## src/rtl/q8d_pkg.sv

```systemverilog
// Shared constants and types for the Q8_0 block dequantizer.
package q8d_pkg;

	localparam int unsigned BlockQuants = 32;
	localparam logic [5:0] PosLastQuant = 6'd33;
	localparam logic [4:0] HalfExpMax = 5'h1F;
	localparam logic [31:0] CanonNan = 32'h7FC0_0000;
	localparam logic [30:0] SingleInf = 31'h7F80_0000;

	// Decoded request handed from the input stage to the arithmetic stage
	typedef struct packed {
		logic [15:0] scale;
		logic [7:0] quant;
		logic [4:0] index;
		logic last;
	} q8d_req_t;

endpackage

```

## src/rtl/q8d_parser.sv

```systemverilog
// Byte stream parser: collects the half scale and issues one request per quant byte.
module q8d_parser import q8d_pkg::*; (
	input logic clk,
	input logic arst_n,
	input logic in_fire,
	input logic [7:0] byte_in,
	output logic req_valid,
	output q8d_req_t req
);

	logic [5:0] pos_q;
	logic [15:0] scale_q;
	logic [5:0] pos_c;
	logic [4:0] idx;

	always_comb begin
		pos_c = (pos_q > PosLastQuant) ? PosLastQuant : pos_q;
		idx = 5'(pos_c - 6'd2);
	end

	assign req_valid = in_fire && (pos_q > 6'd1);
	assign req.scale = scale_q;
	assign req.quant = byte_in;
	assign req.index = idx;
	assign req.last = (idx == 5'(BlockQuants - 1));

	always_ff @(posedge clk or negedge arst_n) begin
		if (!arst_n) begin
			pos_q <= '0;
			scale_q <= '0;
		end else if (in_fire) begin
			if (pos_q == 6'd0) begin
				scale_q[7:0] <= byte_in;
				pos_q <= 6'd1;
			end else if (pos_q == 6'd1) begin
				scale_q[15:8] <= byte_in;
				pos_q <= 6'd2;
			end else begin
				pos_q <= req.last ? 6'd0 : pos_c + 6'd1;
			end
		end
	end

endmodule

```

## src/rtl/q8d_mul.sv

```systemverilog
// Exact half-scale times signed byte product, formatted as IEEE single.
module q8d_mul import q8d_pkg::*; (
	input logic [15:0] scale,
	input logic [7:0] quant,
	output logic [31:0] value
);

	logic hsign;
	logic [4:0] hexp;
	logic [9:0] hmant;
	logic [7:0] qmag;
	logic sign;
	logic [10:0] m0;
	logic [17:0] m;
	logic [4:0] p;
	logic [7:0] bexp;
	logic [40:0] sh;

	always_comb begin
		hsign = scale[15];
		hexp = scale[14:10];
		hmant = scale[9:0];
		qmag = quant[7] ? 8'(~quant + 8'd1) : quant;
		sign = hsign ^ quant[7];
		m0 = (hexp == 5'd0) ? {1'b0, hmant} : {1'b1, hmant};
		m = 18'(m0) * 18'(qmag);
		p = '0;
		for (int i = 0; i < 18; i++) begin
			if (m[i]) p = 5'(i);
		end
		// exponent: p + e2 + 127, e2 = -24 subnormal else hexp - 25
		if (hexp == 5'd0) bexp = 8'(p) + 8'd103;
		else bexp = 8'(p) + 8'(hexp) + 8'd102;
		sh = 41'(m) << (5'd23 - p);
		if (hexp == HalfExpMax) begin
			if (hmant != '0 || qmag == '0) value = CanonNan;
			else value = {sign, SingleInf};
		end else if (m == '0) begin
			value = {sign, 31'd0};
		end else begin
			value = {sign, bexp, sh[22:0]};
		end
	end

endmodule

```

## src/rtl/q8_0_block_dequantizer_core.sv

```systemverilog
// Q8_0 block dequantizer top level: parser, product stage and output register.
// The result of an accepted quant byte is registered and appears on the outputs in the next cycle.
// Throughput: one byte per cycle while the output is not stalled; scale bytes give no result.
// The output register is refilled in the same cycle it is drained.
// Reset clears the byte position, the scale and the output valid.
module q8_0_block_dequantizer_core import q8d_pkg::*; (
	input logic clk,
	input logic arst_n,
	input logic in_valid,
	output logic in_ready,
	input logic [7:0] byte_in,
	output logic out_valid,
	input logic out_ready,
	output logic [31:0] value_bits,
	output logic [4:0] element_index,
	output logic last_in_block
);

	logic in_fire;
	logic req_valid;
	q8d_req_t req;
	logic [31:0] value;

	assign in_ready = !out_valid || out_ready;
	assign in_fire = in_valid && in_ready;

	q8d_parser u_parser (
		.clk(clk), .arst_n(arst_n), .in_fire(in_fire), .byte_in(byte_in),
		.req_valid(req_valid), .req(req)
	);

	q8d_mul u_mul (.scale(req.scale), .quant(req.quant), .value(value));

	always_ff @(posedge clk or negedge arst_n) begin
		if (!arst_n) begin
			out_valid <= 1'b0;
		end else if (in_ready) begin
			out_valid <= req_valid;
		end
	end

	always_ff @(posedge clk) begin
		if (req_valid) begin
			value_bits <= value;
			element_index <= req.index;
			last_in_block <= req.last;
		end
	end

endmodule

```

## config.mk

```make
export PLATFORM = sky130hd
export DESIGN_NAME = q8_0_block_dequantizer_core
export DESIGN_NICKNAME = d
export VERILOG_FILES = /design/src/rtl/q8d_pkg.sv /design/src/rtl/q8d_parser.sv /design/src/rtl/q8d_mul.sv /design/src/rtl/q8_0_block_dequantizer_core.sv
export SDC_FILE = /design/constraint.sdc
export NUM_CORES = 1
export LEC_CHECK = 0
export ABC_AREA = 1
export BUFFER_PORTS_ARGS = -buffer_cell sky130_fd_sc_hd__buf_2
export CORE_UTILIZATION = 45
export DETAILED_ROUTE_END_ITERATION = 8
export PLACE_DENSITY = 0.73
export SETUP_SLACK_MARGIN = 0.15
export SYNTH_ARGS = -nofsm -noshare
export SYNTH_HDL_FRONTEND = slang
export SYNTH_SLANG_ARGS = --single-unit
```

## constraint.sdc

```tcl
create_clock -name clk -period 18 [get_ports clk]
set_clock_uncertainty 0.15 [all_clocks]
set_input_delay 1.8 -clock clk [delete_from_list [all_inputs] [get_ports clk]]
set_output_delay 1.8 -clock clk [all_outputs]
set_load 0.1 [all_outputs]
```

After elaboration in Yosys (flattened, before gate mapping):

Cells that the tools add are included.

* output and inout bits: 40
* logic and storage cells: 63
* input port bits: 12
* bits in registers: 61

* shift-type cells: 1
* bitwise logic cells: 3
* $mul: 1
* equal/unequal tests: 3
* add/subtract/negate cells: 7
* order comparisons: 2
* muxes and demuxes: 27
* reduce and logical (&&, ||, !) cells: 12

Operator list (count)
* 32-bit 2-to-1 mux: 2
* 4-bit 2-to-1 mux: 8
* 31-bit 2-to-1 mux: 1
* 6-bit 2-to-1 mux: 4
* 18-bit by 5-bit << shifter with 23-bit output: 1
* 18-bit zero test: 1
* 11-bit by 8-bit multiplier with 18-bit output: 1
* 8-bit 2-to-1 mux: 2
* 3-bit 2-to-1 mux: 4
* 11-bit 2-to-1 mux: 1
* 5-bit == test (second input constant): 2
* 5-bit 2-to-1 mux: 2
* 10-bit nonzero test: 1
* 5-bit by 7-bit adder with 8-bit output (second input constant): 1
* 8-bit by 1-bit adder with 8-bit output (second input constant): 1
* 8-bit by 7-bit adder with 8-bit output (second input constant): 1
* 8-bit zero test: 1
* 8-bit NOT: 1
* 5-bit by 5-bit adder with 6-bit output: 1
* 6-bit by 1-bit adder with 6-bit output (second input constant): 1
* 6-bit by 1-bit == test with 1-bit output (second input constant): 1
* 6-bit by 1-bit greater-than comparator with 1-bit output (second input constant): 1
* 6-bit greater-than comparator (second input constant): 1
* 6-bit zero test: 1
* 12 further kinds: 15

Longest topological paths before layout:

* depth in word-level cells: 26
* mapped depth: 50
* gate-level depth less buffers: 47

Modules after synthesis:

A second synthesis with hierarchy kept.

* cell total of the unflattened synthesis: 969
* area, all modules: 7221.9 um2

By module, submodules not included
* q8d_mul: cells an instance 775, times used 1, area an instance 4807.1 um2
* q8d_parser: cells an instance 149, times used 1, area an instance 1224.9 um2
* q8_0_block_dequantizer_core: cells an instance 45, times used 1, area an instance 1189.9 um2

Least setup slack after synthesis:

OpenSTA, ideal clock, no wires.

* path type: input -> register
* from: in byte_in[0]
* to: reg value_bits[28], data pin
* stages: 46
* arrival: 8.328 ns
* required time: 17.593 ns
* setup slack: 9.265 ns
* path through: clkbuf_1 -> inv_1 -> ha_1 -> inv_1 -> nor2_1 -> nand2_1 -> nand2_1 -> nand2_1 -> nand2_1 -> inv_1 -> clkbuf_1 -> nor2_1 -> fa_1 -> inv_1 -> fa_1 -> inv_1 -> fa_1 -> inv_1 -> [10 not listed] -> nand2_1 -> nand2_1 -> nand2_1 -> nand2_1 -> nand2_1 -> nand2_4 -> nand2_4 -> buf_6 -> ha_1 -> fa_1 -> xnor2_1 -> ha_1 -> nor3_1 -> nand2_1 -> nand2_1 -> o21ai_1 -> nand2_1 -> nand2_1

* cells in the longest elaborated chain, start to end: 26
* elaborated cells on any way between the ends: 28

Ends and longest elaborated chain
* start, declared: line q8_0_block_dequantizer_core.sv:11 `input logic [7:0] byte_in,`
* 8-bit NOT: line q8d_mul.sv:23 `qmag = quant[7] ? 8'(~quant + 8'd1) : quant;`
* 8-bit by 1-bit adder with 8-bit output: line q8d_mul.sv:23
* 8-bit 2-to-1 mux *: line q8d_mul.sv:23
* 11-bit by 8-bit multiplier with 18-bit output *: line q8d_mul.sv:26 `m = 18'(m0) * 18'(qmag);`
* 1-bit 2-to-1 mux: line q8d_mul.sv:29 `if (m[i]) p = 5'(i);`
* 2-bit 2-to-1 mux (2 in series): line q8d_mul.sv:29
* 3-bit 2-to-1 mux (4 in series): line q8d_mul.sv:29
* 4-bit 2-to-1 mux (8 in series): line q8d_mul.sv:29
* 5-bit 2-to-1 mux (2 in series): line q8d_mul.sv:29
* 5-bit by 5-bit adder with 6-bit output: line q8d_mul.sv:33 `else bexp = 8'(p) + 8'(hexp) + 8'd102;`
* 8-bit by 7-bit adder with 8-bit output: line q8d_mul.sv:33
* 8-bit 2-to-1 mux: line q8d_mul.sv:32 `if (hexp == 5'd0) bexp = 8'(p) + 8'd103;`
* 31-bit 2-to-1 mux *: line q8d_mul.sv:38 `end else if (m == '0) begin`
* 32-bit 2-to-1 mux *: line q8d_mul.sv:35 `if (hexp == HalfExpMax) begin`
* end signal, assigned: line q8_0_block_dequantizer_core.sv:44 `value_bits <= value;`
* end, declared: line q8_0_block_dequantizer_core.sv:14 `output logic [31:0] value_bits,`

Every way passes the cells marked *; elsewhere a longest branch is shown, timed or not.
A chain may end at the register's enable or synchronous reset.

Worst setup path after layout:

* from: in byte_in[0]
* to: reg value_bits[27], data pin

The elaborated chain is that of the path after synthesis.

==> metrics.txt <==
run status finished, final reports clean; final-report max-slew violation count 0; x dimension of the die ~130 um; WL/cell ~14 um; data required time at the worst endpoint between 15 and 20 ns; Hold Path Origin out_valid; setup tns final 0 ns; delay contributed by the slowest stage of the critical path between 0.5 and 0.6 ns; YS warnings 0; endpoints failing setup 0; post-detailed-placement half-perimeter wirelength roughly 13000 um; final-report hold violation count 0; antenna violations before repair 0; fraction of final layout cells with drive strength greater than 1 0.1188; highest net fanout along the worst path 22; Async SR Flop Fraction 0.3770; max_cap viols 0; Starting Density 0.4632; highest clock rate about 110 MHz; total of hold buffers inserted after clock tree synthesis 0; share of the synthesized area in the top cell type 0.1614; Total Die Area between 0.015 and 0.02 sq mm; worst-skew pair later-pin latency 0.33 ns; critical path's most frequent cell sky130_fd_sc_hd__nand2_1; number of cells on the worst hold path 2; average cell area after synthesis 7.471 sq um; die boundary height 127.3 um; number of routed nets with antenna violations 0; post-CTS setup buffers 0; placeable core region approximately 0.015 sq mm; slew of the pin with the lowest slew margin between 1 and 1.5 ns; number of global-route vias before repair around 6000; part of the cycle the worst path needs 0.5137; maximum level of the CTS H-tree 3; wire length on met3 roughly 990 um; DRC violation total after the first TritonRoute iteration ~470; Crit path arrival time approximately 9 ns; unique cell type count in the Yosys netlist slightly above 50; setup repair after global routing missed its margin false; type of the setup path with the least slack primary input to register; vias per inst between 5 and 6; synth top area cells sky130_fd_sc_hd__edfxtp_1, sky130_fd_sc_hd__fa_1, sky130_fd_sc_hd__nand2_1, sky130_fd_sc_hd__ha_1, sky130_fd_sc_hd__inv_1; Worst-path clk slew 0.05 ns; global router's overall resource usage 0.2157; crit start category primary input; top cell type by total area after synthesis sky130_fd_sc_hd__edfxtp_1; sequential fraction of the synthesis area 0.2429; final critical-path required period slightly above 9 ns; dominant cell by count in the synthesized netlist sky130_fd_sc_hd__nand2_1; number of flops mapped to enable cells by yosys 38; CTS Root Buffer Type sky130_fd_sc_hd__clkbuf_16; number of nets in the layout between 1000 and 1500; total grt overflow 0; dominant register cell in the synthesized netlist sky130_fd_sc_hd__edfxtp_1; FF-to-FF End value_bits[27]; Routed met1 length 7494 um; ant diodes 0; max_slew headroom 0.2658; Post-CTS Resized 0; number of input and output port buffers inserted 51; routed via count approximately 6200; maximum number of pins on one net before global-route repair 40; Syn Nets 1064; num rows 45; First-pass DRT Iterations 5; DR top layer met4; Min-Delay Path Class register to register; # DRC 0; global-route wire length before repair approximately 28000 um; post-synthesis cell count ~950; reg2reg start u_parser.scale_q[12]; kind of capture point of the worst setup path register; global placer's final weighted congestion slightly above 0.9; flip-flop and latch count after synthesis between 60 and 70; worst setup slack for register-to-register paths around 11 ns; TritonCTS clock tree done; worst hold endpoint out_valid; number of top-level pins 52; number of clock sinks seen by CTS between 60 and 70; number of buffers inserted during clock tree synthesis 9; total routed wirelength 16690 um; cell with the biggest individual delay on the critical path sky130_fd_sc_hd__fa_1; Synth-to-Final Area Change 9.772%; Met2 Wirelength a little under 8000 um; cell depth of the worst flop-to-flop path 32; maximum clock insertion buffer count 2; most common library cells after synthesis sky130_fd_sc_hd__nand2_1, sky130_fd_sc_hd__inv_1, sky130_fd_sc_hd__nand3_1; netlist area before placement roughly 0.0071 sq mm
cell usage in the layout (no fill, tap or decap), types with 7 or more instances in the layout:
cell	n
sky130_fd_sc_hd__inv_1	171
sky130_fd_sc_hd__dfrtp_1	23
sky130_fd_sc_hd__nand2_2	10
sky130_fd_sc_hd__edfxtp_1	38
sky130_fd_sc_hd__nor2_1	102
sky130_fd_sc_hd__ha_1	52
sky130_fd_sc_hd__fa_1	54
sky130_fd_sc_hd__a21oi_1	25
sky130_fd_sc_hd__nor2_2	7
sky130_fd_sc_hd__buf_2	51
sky130_fd_sc_hd__o21ai_1	7
sky130_fd_sc_hd__xnor2_1	7
sky130_fd_sc_hd__nand2_1	206
sky130_fd_sc_hd__clkbuf_16	9
sky130_fd_sc_hd__nand3_1	117
sky130_fd_sc_hd__o21ai_0	29
sky130_fd_sc_hd__inv_2	9
sky130_fd_sc_hd__nand4_1	10
logic make-up after synthesis:
family | count (synthesis) | synth area share
AND/OR/NAND/NOR | 478 | 0.3032
buffers and inverters | 207 | 0.1186
adder cells (fa/ha/maj) | 106 | 0.2450
AO/OA/AOI/OAI | 79 | 0.06586
flip-flops | 61 | 0.2429
XOR/XNOR | 15 | 0.02443
registers in the layout, summed over array words and instances, names as in the netlist:
name,count
u_parser.pos_q,6
last_in_block,1
out_valid,1
value_bits,32
u_parser.scale_q,16
element_index,5
critical path, delay by kind of cell:
| family | cells | cell delay [ns] |
|---|---|---|
| buf+inv | 8 | 1.15 |
| compound gates | 6 | 1.05 |
| fa+ha+maj | 7 | 3.02 |
| simple gates | 18 | 2.13 |
stage by stage:
stage | hold slack (ns) | util | std cells | worst slack (ns) | area, sq um
after floorplan | 0.3377 | - | 946 | 9.265 | 7068
after global placement | 0.3760 | 0.4892 | 1188 | 8.708 | 7465
after detailed placement | 0.3663 | 0.4892 | 1188 | 8.490 | 7465
after CTS | 0.3778 | 0.5085 | 1204 | 8.782 | 7759
after global routing | 0.4371 | 0.5085 | 1204 | 8.174 | 7759
final | 0.3858 | 0.5085 | 1204 | 8.754 | 7759
area by class of cell:
| cell class | count | area (sq um) |
|---|---|---|
| Multi-Input combinational cell | 678 | 4521 |
| Clock buffer | 11 | 242.7 |
| Tap cell | 211 | 264.0 |
| Sequential cell | 61 | 1717 |
| Fill cell | 1466 | 7500 |
| Clock inverter | 5 | 51.30 |
| Timing Repair Buffer | 51 | 255.2 |
| Inverter | 187 | 708.2 |
how the worst max path moves through the flow:
stage | cells after the start | start | endpoint | slack (ns)
after global placement | 38 | byte_in[0] | value_bits[28] | 8.71
final | 39 | byte_in[0] | value_bits[27] | 8.75
after detailed placement | 39 | byte_in[0] | value_bits[28] | 8.49
after CTS | 39 | byte_in[0] | value_bits[27] | 8.78
after global routing | 39 | byte_in[0] | value_bits[28] | 8.17
after floorplan | 46 | byte_in[0] | value_bits[28] | 9.26
layer usage:
metal,GRT usage,vias up
met5,0,-
met4,0.08263,0
met3,0.04774,40
met2,0.3500,221
met1,0.2810,2859
li1,-,3074
Power is left out: the tool's default activity adds up to more than one toggle a clock period on the data nets, which glitch-free logic cannot reach.
